<file path="src/hw/rtl/xeu_pkg.sv">
// shared types, constants and entity tables for the xml entity decoder
// no dependencies
package xeu_pkg;

    localparam int NUM_ENT   = 5;
    localparam int BURST_MAX = 6;
    localparam int CNT_W     = 3;

    localparam logic [7:0] AMPERSAND  = 8'h26;
    localparam logic [7:0] SEMICOLON  = 8'h3b;
    localparam logic [7:0] TERMINATOR = 8'h00;

    localparam logic [2:0] ENT_AMP  = 3'd0;
    localparam logic [2:0] ENT_LT   = 3'd1;
    localparam logic [2:0] ENT_GT   = 3'd2;
    localparam logic [2:0] ENT_QUOT = 3'd3;
    localparam logic [2:0] ENT_APOS = 3'd4;

    localparam logic [NUM_ENT-1:0] ALL_CANDIDATES = '1;

    typedef struct packed {
        logic               in_entity;
        logic [NUM_ENT-1:0] candidates;
        logic [2:0]         matched_count;
    } match_state_t;

    typedef struct packed {
        logic [CNT_W-1:0]          count;
        logic [BURST_MAX-1:0][7:0] bytes;
        logic [BURST_MAX-1:0]      lasts;
    } burst_t;

    function automatic logic [2:0] ent_len(input logic [2:0] idx);
        logic [2:0] len;
        case (idx)
            ENT_AMP:  len = 3'd4;
            ENT_LT:   len = 3'd3;
            ENT_GT:   len = 3'd3;
            ENT_QUOT: len = 3'd5;
            ENT_APOS: len = 3'd5;
            default:  len = 3'd0;
        endcase
        return len;
    endfunction

    function automatic logic [7:0] ent_char(input logic [2:0] idx);
        logic [7:0] c;
        case (idx)
            ENT_AMP:  c = 8'h26;
            ENT_LT:   c = 8'h3c;
            ENT_GT:   c = 8'h3e;
            ENT_QUOT: c = 8'h22;
            ENT_APOS: c = 8'h27;
            default:  c = 8'h00;
        endcase
        return c;
    endfunction

    function automatic logic [7:0] ent_name(input logic [2:0] idx, input logic [2:0] pos);
        logic [7:0] c;
        c = 8'h00;
        case (idx)
            ENT_AMP:
            begin
                case (pos)
                    3'd0:    c = 8'h61;
                    3'd1:    c = 8'h6d;
                    3'd2:    c = 8'h70;
                    3'd3:    c = SEMICOLON;
                    default: c = 8'h00;
                endcase
            end
            ENT_LT:
            begin
                case (pos)
                    3'd0:    c = 8'h6c;
                    3'd1:    c = 8'h74;
                    3'd2:    c = SEMICOLON;
                    default: c = 8'h00;
                endcase
            end
            ENT_GT:
            begin
                case (pos)
                    3'd0:    c = 8'h67;
                    3'd1:    c = 8'h74;
                    3'd2:    c = SEMICOLON;
                    default: c = 8'h00;
                endcase
            end
            ENT_QUOT:
            begin
                case (pos)
                    3'd0:    c = 8'h71;
                    3'd1:    c = 8'h75;
                    3'd2:    c = 8'h6f;
                    3'd3:    c = 8'h74;
                    3'd4:    c = SEMICOLON;
                    default: c = 8'h00;
                endcase
            end
            ENT_APOS:
            begin
                case (pos)
                    3'd0:    c = 8'h61;
                    3'd1:    c = 8'h70;
                    3'd2:    c = 8'h6f;
                    3'd3:    c = 8'h73;
                    3'd4:    c = SEMICOLON;
                    default: c = 8'h00;
                endcase
            end
            default: c = 8'h00;
        endcase
        return c;
    endfunction

endpackage

</file>
<file path="src/hw/rtl/xeu_if.sv">
// valid/ready channel interfaces for escaped input and unescaped output bytes
// no dependencies
interface xeu_in_if;
    logic       valid;
    logic       ready;
    logic [7:0] in_byte;
    logic       in_last;

    modport source (output valid, output in_byte, output in_last, input ready);
    modport sink   (input valid, input in_byte, input in_last, output ready);
endinterface

interface xeu_out_if;
    logic       valid;
    logic       ready;
    logic [7:0] out_byte;
    logic       out_last;

    modport source (output valid, output out_byte, output out_last, input ready);
    modport sink   (input valid, input out_byte, input out_last, output ready);
endinterface

</file>
<file path="src/hw/rtl/xeu_decode.sv">
// combinational entity matcher: next match state and output burst for one byte
// depends on xeu_pkg
module xeu_decode (
    input  logic [7:0]           in_byte,
    input  logic                 in_last,
    input  xeu_pkg::match_state_t state,
    output xeu_pkg::match_state_t state_next,
    output xeu_pkg::burst_t       burst
);

    logic [xeu_pkg::NUM_ENT-1:0] next_cand;
    logic                        done_hit;
    logic [2:0]                  done_idx;
    logic [2:0]                  mc_inc;
    logic                        fail;
    logic                        consumed;
    logic                        is_amp;
    logic [xeu_pkg::NUM_ENT-1:0] pfx_cand;
    logic [2:0]                  pfx_mc;
    logic [2:0]                  pfx_idx;
    logic                        pfx_any;
    logic [2:0]                  pfx_len;
    logic [2:0]                  len_k;
    logic                        single_vld;
    logic [7:0]                  single_byte;
    logic [3:0]                  single_pos;
    logic [3:0]                  term_pos;

    assign mc_inc = 3'(state.matched_count + 3'd1);
    assign is_amp = (in_byte == xeu_pkg::AMPERSAND);

    always_comb
    begin
        next_cand = '0;
        done_hit  = 1'b0;
        done_idx  = 3'd0;
        for (int i = 0; i < xeu_pkg::NUM_ENT; i++)
        begin
            if (state.candidates[i] &&
                state.matched_count < xeu_pkg::ent_len(3'(i)) &&
                xeu_pkg::ent_name(3'(i), state.matched_count) == in_byte)
            begin
                next_cand[i] = 1'b1;
                if (mc_inc == xeu_pkg::ent_len(3'(i)))
                begin
                    done_hit = 1'b1;
                    done_idx = 3'(i);
                end
            end
        end
    end

    assign fail     = state.in_entity && !done_hit && (next_cand == '0);
    assign consumed = state.in_entity && (done_hit || next_cand != '0);

    // at most one flush carries letters: a failed match, or a live match ended by last
    always_comb
    begin
        pfx_cand = '0;
        pfx_mc   = 3'd0;
        if (fail)
        begin
            pfx_cand = state.candidates;
            pfx_mc   = state.matched_count;
        end
        else if (in_last && consumed && !done_hit)
        begin
            pfx_cand = next_cand;
            pfx_mc   = mc_inc;
        end
    end

    always_comb
    begin
        pfx_idx = 3'd0;
        pfx_any = 1'b0;
        for (int i = xeu_pkg::NUM_ENT - 1; i >= 0; i--)
        begin
            if (pfx_cand[i])
            begin
                pfx_idx = 3'(i);
                pfx_any = 1'b1;
            end
        end
    end

    assign len_k   = xeu_pkg::ent_len(pfx_idx);
    assign pfx_len = !pfx_any ? 3'd0 : ((pfx_mc < len_k) ? pfx_mc : len_k);

    always_comb
    begin
        single_vld  = 1'b0;
        single_byte = in_byte;
        if (done_hit && state.in_entity)
        begin
            single_vld  = 1'b1;
            single_byte = xeu_pkg::ent_char(done_idx);
        end
        else if (!consumed && !is_amp)
        begin
            single_vld = 1'b1;
        end
    end

    assign single_pos = {1'b0, pfx_len};
    assign term_pos   = 4'(single_pos + {3'd0, single_vld});

    always_comb
    begin
        burst.bytes = '0;
        burst.lasts = '0;
        for (int p = 0; p < xeu_pkg::BURST_MAX; p++)
        begin
            if (4'(p) < single_pos)
            begin
                burst.bytes[p] = xeu_pkg::ent_name(pfx_idx, 3'(p));
            end
            else if (single_vld && 4'(p) == single_pos)
            begin
                burst.bytes[p] = single_byte;
            end
            else if (in_last && 4'(p) == term_pos)
            begin
                burst.bytes[p] = xeu_pkg::TERMINATOR;
                burst.lasts[p] = 1'b1;
            end
        end
        burst.count = xeu_pkg::CNT_W'(term_pos + {3'd0, in_last});
    end

    always_comb
    begin
        state_next = state;
        if (in_last)
        begin
            state_next = '0;
        end
        else if (state.in_entity && done_hit)
        begin
            state_next = '0;
        end
        else if (consumed)
        begin
            state_next.candidates    = next_cand;
            state_next.matched_count = mc_inc;
        end
        else if (is_amp)
        begin
            state_next.in_entity     = 1'b1;
            state_next.candidates    = xeu_pkg::ALL_CANDIDATES;
            state_next.matched_count = 3'd0;
        end
        else
        begin
            state_next = '0;
        end
    end

endmodule

</file>
<file path="src/hw/rtl/xml_entity_unescape.sv">
// top level of the streaming xml predefined entity decoder
// depends on xeu_pkg, xeu_if (xeu_in_if, xeu_out_if) and xeu_decode
//
// Decodes &amp; &lt; &gt; &quot; &apos; in a byte stream, one input byte per cycle while
// the output keeps up. Each accepted byte is decoded in the same cycle into a burst of
// zero to six output bytes held in a result register; the burst drains one byte per cycle
// on the output channel while it is ready. A new input byte is taken whenever the burst
// register is empty or its final byte is being transferred, so plain text and complete
// entities run at one byte per cycle, while a failed match (the matched letters are
// replayed without the ampersand) or an end of string (a zero byte flagged last follows)
// stalls the input until its extra output bytes have drained.
module xml_entity_unescape (
    input  logic            clk,
    input  logic            rst_n,
    xeu_in_if.sink          din,
    xeu_out_if.source       dout
);

    xeu_pkg::match_state_t         state_reg;
    xeu_pkg::match_state_t         state_next;
    xeu_pkg::burst_t               burst_next;
    xeu_pkg::burst_t               burst_reg;
    logic [xeu_pkg::CNT_W-1:0]     pos_reg;
    logic [xeu_pkg::CNT_W-1:0]     pos_inc;
    logic                          in_xfer;
    logic                          out_xfer;

    xeu_decode u_decode (
        .in_byte    (din.in_byte),
        .in_last    (din.in_last),
        .state      (state_reg),
        .state_next (state_next),
        .burst      (burst_next)
    );

    assign pos_inc       = xeu_pkg::CNT_W'(pos_reg + 1'b1);
    assign dout.valid    = (pos_reg < burst_reg.count);
    assign dout.out_byte = burst_reg.bytes[pos_reg];
    assign dout.out_last = burst_reg.lasts[pos_reg];
    assign out_xfer      = dout.valid && dout.ready;
    assign din.ready     = !dout.valid || (dout.ready && pos_inc == burst_reg.count);
    assign in_xfer       = din.valid && din.ready;

    always_ff @(posedge clk or negedge rst_n)
    begin
        if (!rst_n)
        begin
            state_reg <= '0;
            burst_reg <= '0;
            pos_reg   <= '0;
        end
        else
        begin
            if (in_xfer)
            begin
                state_reg <= state_next;
                burst_reg <= burst_next;
                pos_reg   <= '0;
            end
            else if (out_xfer)
            begin
                pos_reg <= pos_inc;
            end
        end
    end

endmodule
</file>
<file path="src/flat_wrapper.sv">
// flat-port wrapper written by rule: the top's interface ports become plain ports
module xml_entity_unescape_flat 
  (clk, rst_n, din_valid, din_in_byte, din_in_last, din_ready, dout_valid, dout_out_byte, dout_out_last, dout_ready);
  xeu_in_if din_i ();
  xeu_out_if dout_i ();
  input  logic clk;
  input  logic rst_n;
  input wire logic [$bits(din_i.valid)-1:0] din_valid;
  input wire logic [$bits(din_i.in_byte)-1:0] din_in_byte;
  input wire logic [$bits(din_i.in_last)-1:0] din_in_last;
  output wire logic [$bits(din_i.ready)-1:0] din_ready;
  output wire logic [$bits(dout_i.valid)-1:0] dout_valid;
  output wire logic [$bits(dout_i.out_byte)-1:0] dout_out_byte;
  output wire logic [$bits(dout_i.out_last)-1:0] dout_out_last;
  input wire logic [$bits(dout_i.ready)-1:0] dout_ready;
  assign din_i.valid = din_valid;
  assign din_i.in_byte = din_in_byte;
  assign din_i.in_last = din_in_last;
  assign din_ready = din_i.ready;
  assign dout_valid = dout_i.valid;
  assign dout_out_byte = dout_i.out_byte;
  assign dout_out_last = dout_i.out_last;
  assign dout_i.ready = dout_ready;
  xml_entity_unescape u_core (.clk(clk), .rst_n(rst_n), .din(din_i), .dout(dout_i));
endmodule
</file>
<file path="config.mk">
export PLATFORM = sky130hd
export DESIGN_NAME = xml_entity_unescape_flat
export DESIGN_NICKNAME = d
export VERILOG_FILES = /design/src/hw/rtl/xeu_pkg.sv /design/src/hw/rtl/xeu_if.sv /design/src/hw/rtl/xeu_decode.sv /design/src/hw/rtl/xml_entity_unescape.sv /design/src/flat_wrapper.sv
export SDC_FILE = /design/constraint.sdc
export NUM_CORES = 1
export LEC_CHECK = 0
export ABC_AREA = 1
export BUFFER_PORTS_ARGS = -buffer_cell sky130_fd_sc_hd__buf_2
export CORE_ASPECT_RATIO = 1.5
export CORE_MARGIN = 2
export CORE_UTILIZATION = 67
export CTS_CLUSTER_SIZE = 25
export DETAILED_ROUTE_END_ITERATION = 6
export PLACE_DENSITY_LB_ADDON = 0.08
export SETUP_SLACK_MARGIN = 0.1
export SLEW_MARGIN = 20
export SYNTH_ARGS = -nofsm -noshare
export SYNTH_HDL_FRONTEND = slang
export SYNTH_SLANG_ARGS = --single-unit
</file>
<file path="constraint.sdc">
create_clock -name clk -period 11.22 [get_ports clk]
set_input_delay 1.683 -clock clk [delete_from_list [all_inputs] [get_ports clk]]
set_output_delay 1.683 -clock clk [all_outputs]
set_load 0.03 [all_outputs]
</file>
==> results of run 1 <==
cell families after synthesis:
group | count (synthesis) | share of synthesized area
AOI/OAI and AO/OA | 131 | 0.138
DFF | 69 | 0.330
and+or+nand+nor | 444 | 0.396
adders and majority gates | 16 | 0.0383
buffers and inverters | 110 | 0.0826
xor gates and xnor gates | 9 | 0.0151
worst register-to-register path: cells and delay by family (launching register included):
family,cells,cell delay (ps)
AND/OR/NAND/NOR,20,2990
adder cells (fa/ha/maj),4,1070
buffers and inverters,5,490
flip-flops,1,450
AO/OA/AOI/OAI,2,450
XOR/XNOR,1,290
through the flow:
stage | hold slack, ps | instance area, um2 | power (W) | worst slack (ps) | utilization
floorplan | 444 | 5230 | 0.000651 | 5790 | -
global placement | 457 | 5380 | 0.000761 | 5330 | 0.706
detailed placement | 468 | 5380 | 0.000780 | 5100 | 0.706
CTS | 487 | 5640 | 0.00104 | 5420 | 0.741
global route | 507 | 5640 | 0.00111 | 4970 | 0.741
finish | 490 | 5640 | 0.00106 | 5230 | 0.741
routing by layer:
layer  vias to the layer above  GRT usage
li1                       2584          -
met1                      2647      0.399
met2                       390      0.750
met3                       130     0.0932
met4                         0      0.381
met5                         -          0
layout by cell type (no fill, tap or decap), types with 7 or more instances in the layout:
cell type,Yosys,layout
nor2_1,73,73
clkbuf_16,0,9
nand3_1,87,87
inv_2,10,10
nand2_2,13,14
nand2_1,217,216
dfrtp_1,69,69
inv_1,72,72
nand3b_1,7,7
nor3_1,9,9
nor2_4,9,9
o22ai_1,16,16
ha_1,16,16
o21ai_0,61,61
nand4_1,15,15
o21ai_1,19,19
a21oi_1,19,19
buf_2,0,23
layout make-up:
cell class              count  area [um2]  area share
clock buffers              11         243      0.0430
inverters                  84         315      0.0559
repair buffers             26         138      0.0244
flip-flops and latches     69        1730       0.306
clock inverters             4        25.0     0.00443
multi-input cells         600        3070       0.544
well taps                 102         128      0.0226
worst max path at each step:
stage / from / end / slack, ps / cells after the start
floorplan: din_in_byte[3] / u_core.burst_reg[0] / 5790 / 32
global placement: din_in_byte[7] / u_core.burst_reg[1] / 5330 / 23
detailed placement: din_in_byte[7] / u_core.burst_reg[0] / 5100 / 26
CTS: din_in_byte[7] / u_core.burst_reg[2] / 5420 / 26
global route: din_in_byte[2] / u_core.burst_reg[2] / 4970 / 33
finish: din_in_byte[7] / u_core.burst_reg[2] / 5230 / 26
power breakdown:
group	switching, W	total, W	leakage [nW]	internal (W)
registers	0.0000429	0.000321	0.939	0.000278
clock network	0.000105	0.000258	0.127	0.000153
logic	0.000348	0.000478	1.87	0.000130
==> results.md, run 1 <==
- Status: finished, violations left
- Failing checks: design-rule violations
- Core outline area: 7610 um2
- Ys flop type: dfrtp_1
- Worst r2r dst: u_core.burst_reg[2]
- Final Hold Fails: 0
- Asr flop ratio synth: 1.00
- Period minus WS final: 5990 ps
- Hold Path Sink: u_core.burst_reg[13]
- Highest metal used: met4
- Slowest cell on crit path: nor3_1
- Setup Buffers After CTS: 0
- Inst Count DP: 881
- Area growth syn-to-layout: 8.02%
- Crit-path leading delay family: simple AND/OR/NAND/NOR gates
- Slew Limit Fails: 0
- First-pass GRT wire length: approximately 28000 um
- Worst EP required: between 10000 and 15000 ps
- Crit-path max cell delay: ~520 ps
- Final ANT Viol Nets: 0
- Port Buf Inserts: 23
- Final antenna diode count: 0
- Clock root cell: clkbuf_16
- Tcrit/Tclk final: 0.534
- Die W: 76.1 um
- Top cells by area, synth: dfrtp_1, nand2_1, nand3_1
- Slew @ Worst Pin: 993 ps
- Syn nets: 808
- Seq/Total Area, Yosys: 0.330
- GRT Residual Overflow: 0
- WP buf/inv: 3
- Relative slew slack: 0.338
- Pin count of the biggest net entering global routing: 73
- CTS tree: done
- Die area: 8540 um2
- Initial Utilization: 0.686
- Htree depth: 3
- Clock Sinks: 69
- CP Max Fanout: 7
- Worst Reg-to-Reg Cells: 32
- M1 WL: 5590 um
- Initial antenna violation count: 0
- Type of element capturing the critical path: register
- CTS Buffer Depth: 2
- Mapped Area: 5230 um2
- Worst skew pair latency: 340 ps
- GR Util All Layers: 0.421
- Skew final: approximately 5.5 ps
- Average size of a mapped cell: 6.71 um2
- Cts bufs inserted: 9
- Worst reg2reg setup slack: 5410 ps
- Gates resized, CTS repair: 0
- # IOs: 24
- Routability cong.: 1.06
- Via count: 5751
- Hold path cells: 2
- DRC: 1
- Max reg flops: 57
- Site Rows: 39
- Routed wl met2: 8750 um
- Worst Hold Class: reg -> reg
- Count of different cell masters after synthesis: 37
- Leak pwr: 2.93 nW
- Layout cells sized above 1: 0.113
- Power density cells: 187 nW/um2
- Initial drt markers: 821
- # fillers: 642
- Number of global-route vias before repair: 5660
- Most frequent cell after synthesis: nand2_1
- Worst VDD drop: 0.194 mV
- Post-synth top area share: 0.330
- Reg2Reg Launch Point: u_core.state_reg[1]
- Setup CP Type: in -> reg
- CTS clk-pin slew, worst paths: 50 ps
- Detailed Routing Iterations Pass 1: 7
- Met3 wire len: ~1200 um
- Setup tns final: 0 ps
- Peak Freq: 167 MHz
- Most common cell on crit path: nand2_1
- Nets@finish: between 800 and 900
- Post-synth top cells: nand2_1, nand3_1, nor2_1
- CTS Hold Bufs: 0
- Hold Path Origin: u_core.burst_reg[13]
- RSZ-0062 raised after global routing: no
- Die H: 112 um
- Maxcap violations: 0
- Startpoint Class: input pin
- Wirelength per Cell: 19.3 um
- WL final: between 15000 and 20000 um
- Cell taking the most area after synthesis: dfrtp_1
- Via density: 6.42
- Post-Layout Cell Count: 896
- Setup-failing EPs final: 0
- Post-DP HPWL: around 13000 um
- Data arrival, critical path: 6260 ps
- Number of synthesized register bits: between 60 and 70
- Post-synth EDFFs: 0
- YS warnings: 0
- Synthesized instance count: 779
Note: power is estimated with default switching activity, not from simulation.
==> run 2, diff against run 1 <==
--- a/config.mk
+++ b/config.mk
@@ -9,7 +9,7 @@
 export BUFFER_PORTS_ARGS = -buffer_cell sky130_fd_sc_hd__buf_2
 export CORE_ASPECT_RATIO = 1.5
 export CORE_MARGIN = 2
-export CORE_UTILIZATION = 67
+export CORE_UTILIZATION = 57
 export CTS_CLUSTER_SIZE = 25
 export DETAILED_ROUTE_END_ITERATION = 6
 export PLACE_DENSITY_LB_ADDON = 0.08
==> constraint.sdc (replaced) <==
create_clock -name clk -period 5.5 [get_ports clk]
set_input_delay 0.825 -clock clk [delete_from_list [all_inputs] [get_ports clk]]
set_output_delay 0.825 -clock clk [all_outputs]
set_load 0.03 [all_outputs]
==> run 2 against run 1 <==
  * The run now ends clean
  * Clock skew increased by 3.8 ps
  * Non-clock buffer count up 9
  * Flip-flop and latch count did not move
  * Sequential power increased by 100%
  * Worst setup slack got worse by 4800 ps
  * Sequential share of layout area is 1.1 points lower
  * First-iteration DRC count fell by 34%
  * Worst hold slack worse by 10 ps
  * Highest routed layer unchanged
==> results.md, run 2 (same netlist as run 1, synthesis figures left out) <==
- Status: completed
- Nets@finish: between 800 and 900
- Commonest non-fill, non-tap cell in the layout: nand2_1
- Die W: 82.2 um
- Worst Setup SP: u_core.state_reg[2]
- # IOs: 24
- Max reg flops: 57
- Reg2Reg Launch Point: u_core.state_reg[2]
- Clock root cell: clkbuf_16
- Final core utilization: 0.660
- Worst VDD drop: 0.447 mV
- Via count: 5472
- Initial antenna violation count: 0
- Htree depth: 3
- CP endpoint: u_core.burst_reg[0]
- Maxcap violations: 0
- Pin count of the biggest net entering global routing: 70
- Most common cell on crit path: nand2_1
- CTS Buffer Depth: 2
- Core outline area: 8880 um2
- Die H: approximately 120 um
- Worst EP required: 5760 ps
- Final Hold Fails: 0
- Number of global-route vias before repair: approximately 5200
- Type of element capturing the critical path: register
- Slew Limit Fails: 0
- Worst Reg-to-Reg Cells: 36
- Final setup margin: 467 ps
- CTS tree: done
- RSZ-0062 raised after global routing: no
- Post-DP HPWL: 12000 um
- Layout cells sized above 1: 0.150
- GRT Residual Overflow: 0
- Slew @ Worst Pin: 955 ps
- Setup CP Type: reg -> reg
- Initial Utilization: 0.588
- # fillers: between 800 and 900
- Startpoint Class: register
- Initial drt markers: 538
- DRC: 0
- GR Util All Layers: 0.340
- Worst skew pair latency: 340 ps
- Setup tns final: 0 ps
- Site Rows: 42
- Setup-failing EPs final: 0
- Skew final: ~9 ps
- Crit-path max cell delay: 480 ps
- Worst r2r dst: u_core.burst_reg[0]
- Routability cong.: 0.956
- Wirelength per Cell: ~18 um
- Worst reg2reg setup slack: 470 ps
- Slowest cell on crit path: dfrtp_2
- Data arrival, critical path: 5290 ps
- First-pass GRT wire length: 25500 um
- Area growth syn-to-layout: 12.2%
- Final antenna diode count: 0
- Die area: about 10000 um2
- Period minus WS final: 5030 ps
- Power density cells: 373 nW/um2
- Cts bufs inserted: 9
- Detailed Routing Iterations Pass 1: 7
- Final ANT Viol Nets: 0
- CTS clk-pin slew, worst paths: around 60 ps
- Port Buf Inserts: 23
- WL final: 16200 um
- Leak pwr: 3.00 nW
- Relative slew slack: 0.363
- Worst Hold Class: reg -> reg
- Via density: 5.99
- Clock Sinks: 69
- Setup WS pre-CTS: 80.0 ps
- Tcrit/Tclk final: 0.915
- CTS Hold Bufs: 0
- Peak Freq: 199 MHz
- Commonest non-fill, non-tap cells in the layout: nand2_1, nand3_1, nor2_1
- CP Max Fanout: 11
==> run 2: final cells by class <==
| class | instances | area [um2] | area share |
|---|---|---|---|
| Timing Repair Buffer | 35 | 205 | 0.0350 |
| Clock buffer | 11 | 243 | 0.0414 |
| Tap cell | 110 | 138 | 0.0235 |
| Inverter | 84 | 323 | 0.0551 |
| Multi-Input combinational cell | 600 | 3160 | 0.540 |
| Sequential cell | 69 | 1730 | 0.295 |
| Clock inverter | 5 | 60.1 | 0.0102 |
==> run 2: repair_timing <==
item / in CTS / in global routing
setup endpoints to repair: 4 / 11
gates resized for setup: 4 / 26
buffers inserted: 0 / 7
pin swaps: 0 / 2
==> run 2: where the power goes <==
group          switching [W]  internal (W)
clock               0.000222      0.000364
combinational       0.000692      0.000264
sequential         0.0000786      0.000568
==> run 2: worst min path at each step <==
stage,start,end,slack [ps],cells past startpoint
final,u_core.burst_reg[2],u_core.burst_reg[2],480,2
after global routing,u_core.burst_reg[4],u_core.burst_reg[4],500,2
after CTS,u_core.burst_reg[29],u_core.burst_reg[29],480,2
after detailed placement,u_core.burst_reg[2],u_core.burst_reg[2],470,2
after global placement,u_core.burst_reg[45],u_core.burst_reg[45],460,2
after floorplan,u_core.burst_reg[2],u_core.burst_reg[2],440,2
==> run 2: per-layer routing <==
layer | wire [um] | part of all wire | GRT usage | vias to the layer above
met1 | 5990 | 0.37 | 0.380 | 2529
met2 | 8330 | 0.52 | 0.592 | 266
met5 | 0 | 0 | 0 | -
li1 | - | - | - | 2609
met3 | 876 | 0.054 | 0.0513 | 68
met4 | 958 | 0.059 | 0.198 | 0
==> run 2: worst max-delay path, delay by kind of cell (launching register included) <==
kind                       cells  cell delay (ps)
DFF                            1              480
and+or+nand+nor               23             2460
AOI/OAI and AO/OA              1              140
buffers and inverters          8              690
adders and majority gates      4             1180
==> run 2: through the flow <==
stage / total power (W) / instance area [um2] / cells / hold WS, ps
CTS: 0.00218 / 5710 / 907 / 482
finish: 0.00219 / 5860 / 914 / 480
floorplan: 0.00133 / 5230 / 779 / 444
global placement: 0.00158 / 5400 / 891 / 461
detailed placement: 0.00160 / 5400 / 891 / 468
global route: 0.00233 / 5860 / 914 / 497
==> run 3, diff against run 2 <==
--- a/config.mk
+++ b/config.mk
@@ -6,9 +6,9 @@
 export NUM_CORES = 1
 export LEC_CHECK = 0
 export ABC_AREA = 1
-export BUFFER_PORTS_ARGS = -buffer_cell sky130_fd_sc_hd__buf_2
+export BUFFER_PORTS_ARGS = -buffer_cell sky130_fd_sc_hd__buf_4
 export CORE_ASPECT_RATIO = 1.5
-export CORE_MARGIN = 2
+export CORE_MARGIN = 3
 export CORE_UTILIZATION = 57
 export CTS_CLUSTER_SIZE = 25
 export DETAILED_ROUTE_END_ITERATION = 6
==> run 3 against run 2 <==
  * Critical path depth is 1 lower
  * Core utilization is 0.056 points higher
  * Fmax is 2.0% higher
  * Largest power group unchanged
  * Clock skew is 3.2 ps lower
  * Total power is 3.0% higher
  * Combinational power is 6% higher
  * Cell area hardly changed
  * Non-clock buffer count is 4 lower
  * Highest routed layer unchanged
  * Sequential share of layout area hardly changed
  * Routed wire length is 1.1% higher
  * Worst hold slack better by 1.3 ps
  * Clock-buffer cell count is 2 lower
==> results.md, run 3 (same netlist as run 1, synthesis figures left out) <==
- Port Buf Inserts: 23
- Slew @ Worst Pin: 1000 ps
- Clock Sinks: 69
- RSZ-0062 raised after global routing: no
- Cts bufs inserted: 9
- Clock network fraction of design power: 0.263
- Maxcap violations: 0
- GR Util All Layers: 0.321
- Skew final: 6.04 ps
- Site Rows: 42
- CTS Buffer Depth: 2
- WL final: 16300 um
- Area growth syn-to-layout: 12.3%
- First-pass GRT wire length: 26000 um
- Initial drt markers: about 430
- Via count: between 5000 and 6000
- Commonest non-fill, non-tap cells in the layout: nand2_1, nand3_1, nor2_1
- Worst VDD drop: 0.433 mV
- Die W: 84.2 um
- Routability cong.: 0.987
- Switching pwr: 0.00103 W
- Slowest cell on crit path: dfrtp_2
- Internal: 0.00122 W
- Max reg flops: 57
- GRT Residual Overflow: 0
- Wirelength per Cell: 18.0 um
- # fillers: 801
- Clock root cell: clkbuf_16
- Slew Limit Fails: 0
- Crit-path max cell delay: 470 ps
- FF+latch area: 1730 um2
- Worst Hold Class: reg -> reg
- Relative slew slack: 0.331
- Sw Ratio: 0.458
- # IOs: 24
- Post-DP HPWL: 12000 um
- Tcrit/Tclk final: 0.897
- Die H: between 100 and 150 um
- Number of global-route vias before repair: 5284
- Via density: 6.03
- Initial Utilization: 0.588
- Data arrival, critical path: 5210 ps
- CTS Hold Bufs: 0
- Final ANT Viol Nets: 0
- Most common cell on crit path: nand2_1
- CTS clk-pin slew, worst paths: about 60 ps
- DRC: 0
- Period minus WS final: slightly below 5000 ps
- CTS tree: done
- Layout cells sized above 1: 0.144
- Final Hold Fails: 0
- Nets@finish: 824
- Die area: just over 10000 um2
- Setup tns final: 0 ps
- Worst EP required: 5770 ps
- Final antenna diode count: 0
- Pin count of the biggest net entering global routing: 70
- Leak pwr: 3.00 nW
- Power density cells: 384 nW/um2
- Flop pwr share: 0.289
- Multi-input gate area: ~3200 um2
- Setup-failing EPs final: 0
- Detailed Routing Iterations Pass 1: 6
- CP Max Fanout: 7
- Commonest non-fill, non-tap cell in the layout: nand2_1
- Setup CP Type: reg -> reg
- Status: completed
- Initial antenna violation count: 0
- Htree depth: 3
- Worst skew pair latency: 340 ps
- Worst Hold Slack: 481 ps
- Type of element capturing the critical path: register
- Combinational power share: 0.447
- Startpoint Class: register
- Peak Freq: 203 MHz
- Core outline area: 8880 um2
[run 3: cell count changes in the layout (fill, tap and decap cells not counted), moves of 2 or more]
cell / previous run / this run
buf_2: 23 / 0
buf_4: 12 / 31
inv_2: 11 / 13
nor3_1: 6 / 8
nor3_2: 3 / 1
[run 3: what timing repair did]
action	CTS	global route
endpoints found under the setup margin	0	34
buffers inserted	0	6
resized for setup	0	23
[run 3: final timing paths]
path	from	end	slack [ps]	cells past startpoint
setup / recovery	u_core.state_reg[1]	u_core.burst_reg[4]	570	35
hold / removal	u_core.burst_reg[2]	u_core.burst_reg[2]	480	2
setup reg to reg	u_core.state_reg[1]	u_core.burst_reg[4]	570	35
hold reg to reg	u_core.burst_reg[2]	u_core.burst_reg[2]	480	2
max in group asynchronous	rst_n	u_core.state_reg[2]	4270	1
min in group asynchronous	rst_n	u_core.pos_reg[2]	610	1
[run 3: area by class of cell]
cell class / count / share of cell area
flip-flops and latches: 69 / 0.295
repair buffers: 31 / 0.0397
clock inverters: 7 / 0.0126
well taps: 110 / 0.0235
clock buffers: 9 / 0.0384
multi-input cells: 600 / 0.537
inverters: 84 / 0.0542
[run 3: stage by stage]
| stage | total power [W] | cell area [um2] | instances | utilization | setup WS (ps) |
|---|---|---|---|---|---|
| 4_1_cts | 0.00224 | 5740 | 904 | 0.646 | 114 |
| 6_report | 0.00225 | 5870 | 910 | 0.661 | 565 |
| 5_1_grt | 0.00237 | 5870 | 910 | 0.661 | 120 |
| 2_1_floorplan | 0.00133 | 5230 | 779 | - | 822 |
| 3_5_place_dp | 0.00165 | 5440 | 888 | 0.612 | 156 |
| 3_3_place_gp | 0.00163 | 5440 | 888 | 0.612 | 323 |
[run 3: metal layers]
layer | track usage | up-vias | part of all wire
met2 | 0.569 | 259 | 0.51
met1 | 0.346 | 2563 | 0.36
met3 | 0.0440 | 81 | 0.055
li1 | - | 2584 | -
met5 | 0 | - | 0
met4 | 0.241 | 0 | 0.076
[run 3: power groups by stage]
stage | clock (W) | sequential, W | combinational (W)
3_5_place_dp | 0 | 0.000655 | 0.000992
5_1_grt | 0.000616 | 0.000654 | 0.00110
3_3_place_gp | 0 | 0.000652 | 0.000974
4_1_cts | 0.000595 | 0.000647 | 0.00100
6_report | 0.000593 | 0.000652 | 0.00101
2_1_floorplan | 0 | 0.000606 | 0.000722
[run 3: critical path: cells and delay by family (launching register included)]
kind | cells | cell delay (ps)
DFF | 1 | 470
buffers and inverters | 5 | 320
and+or+nand+nor | 24 | 2470
AOI/OAI and AO/OA | 1 | 260
adders and majority gates | 5 | 1320
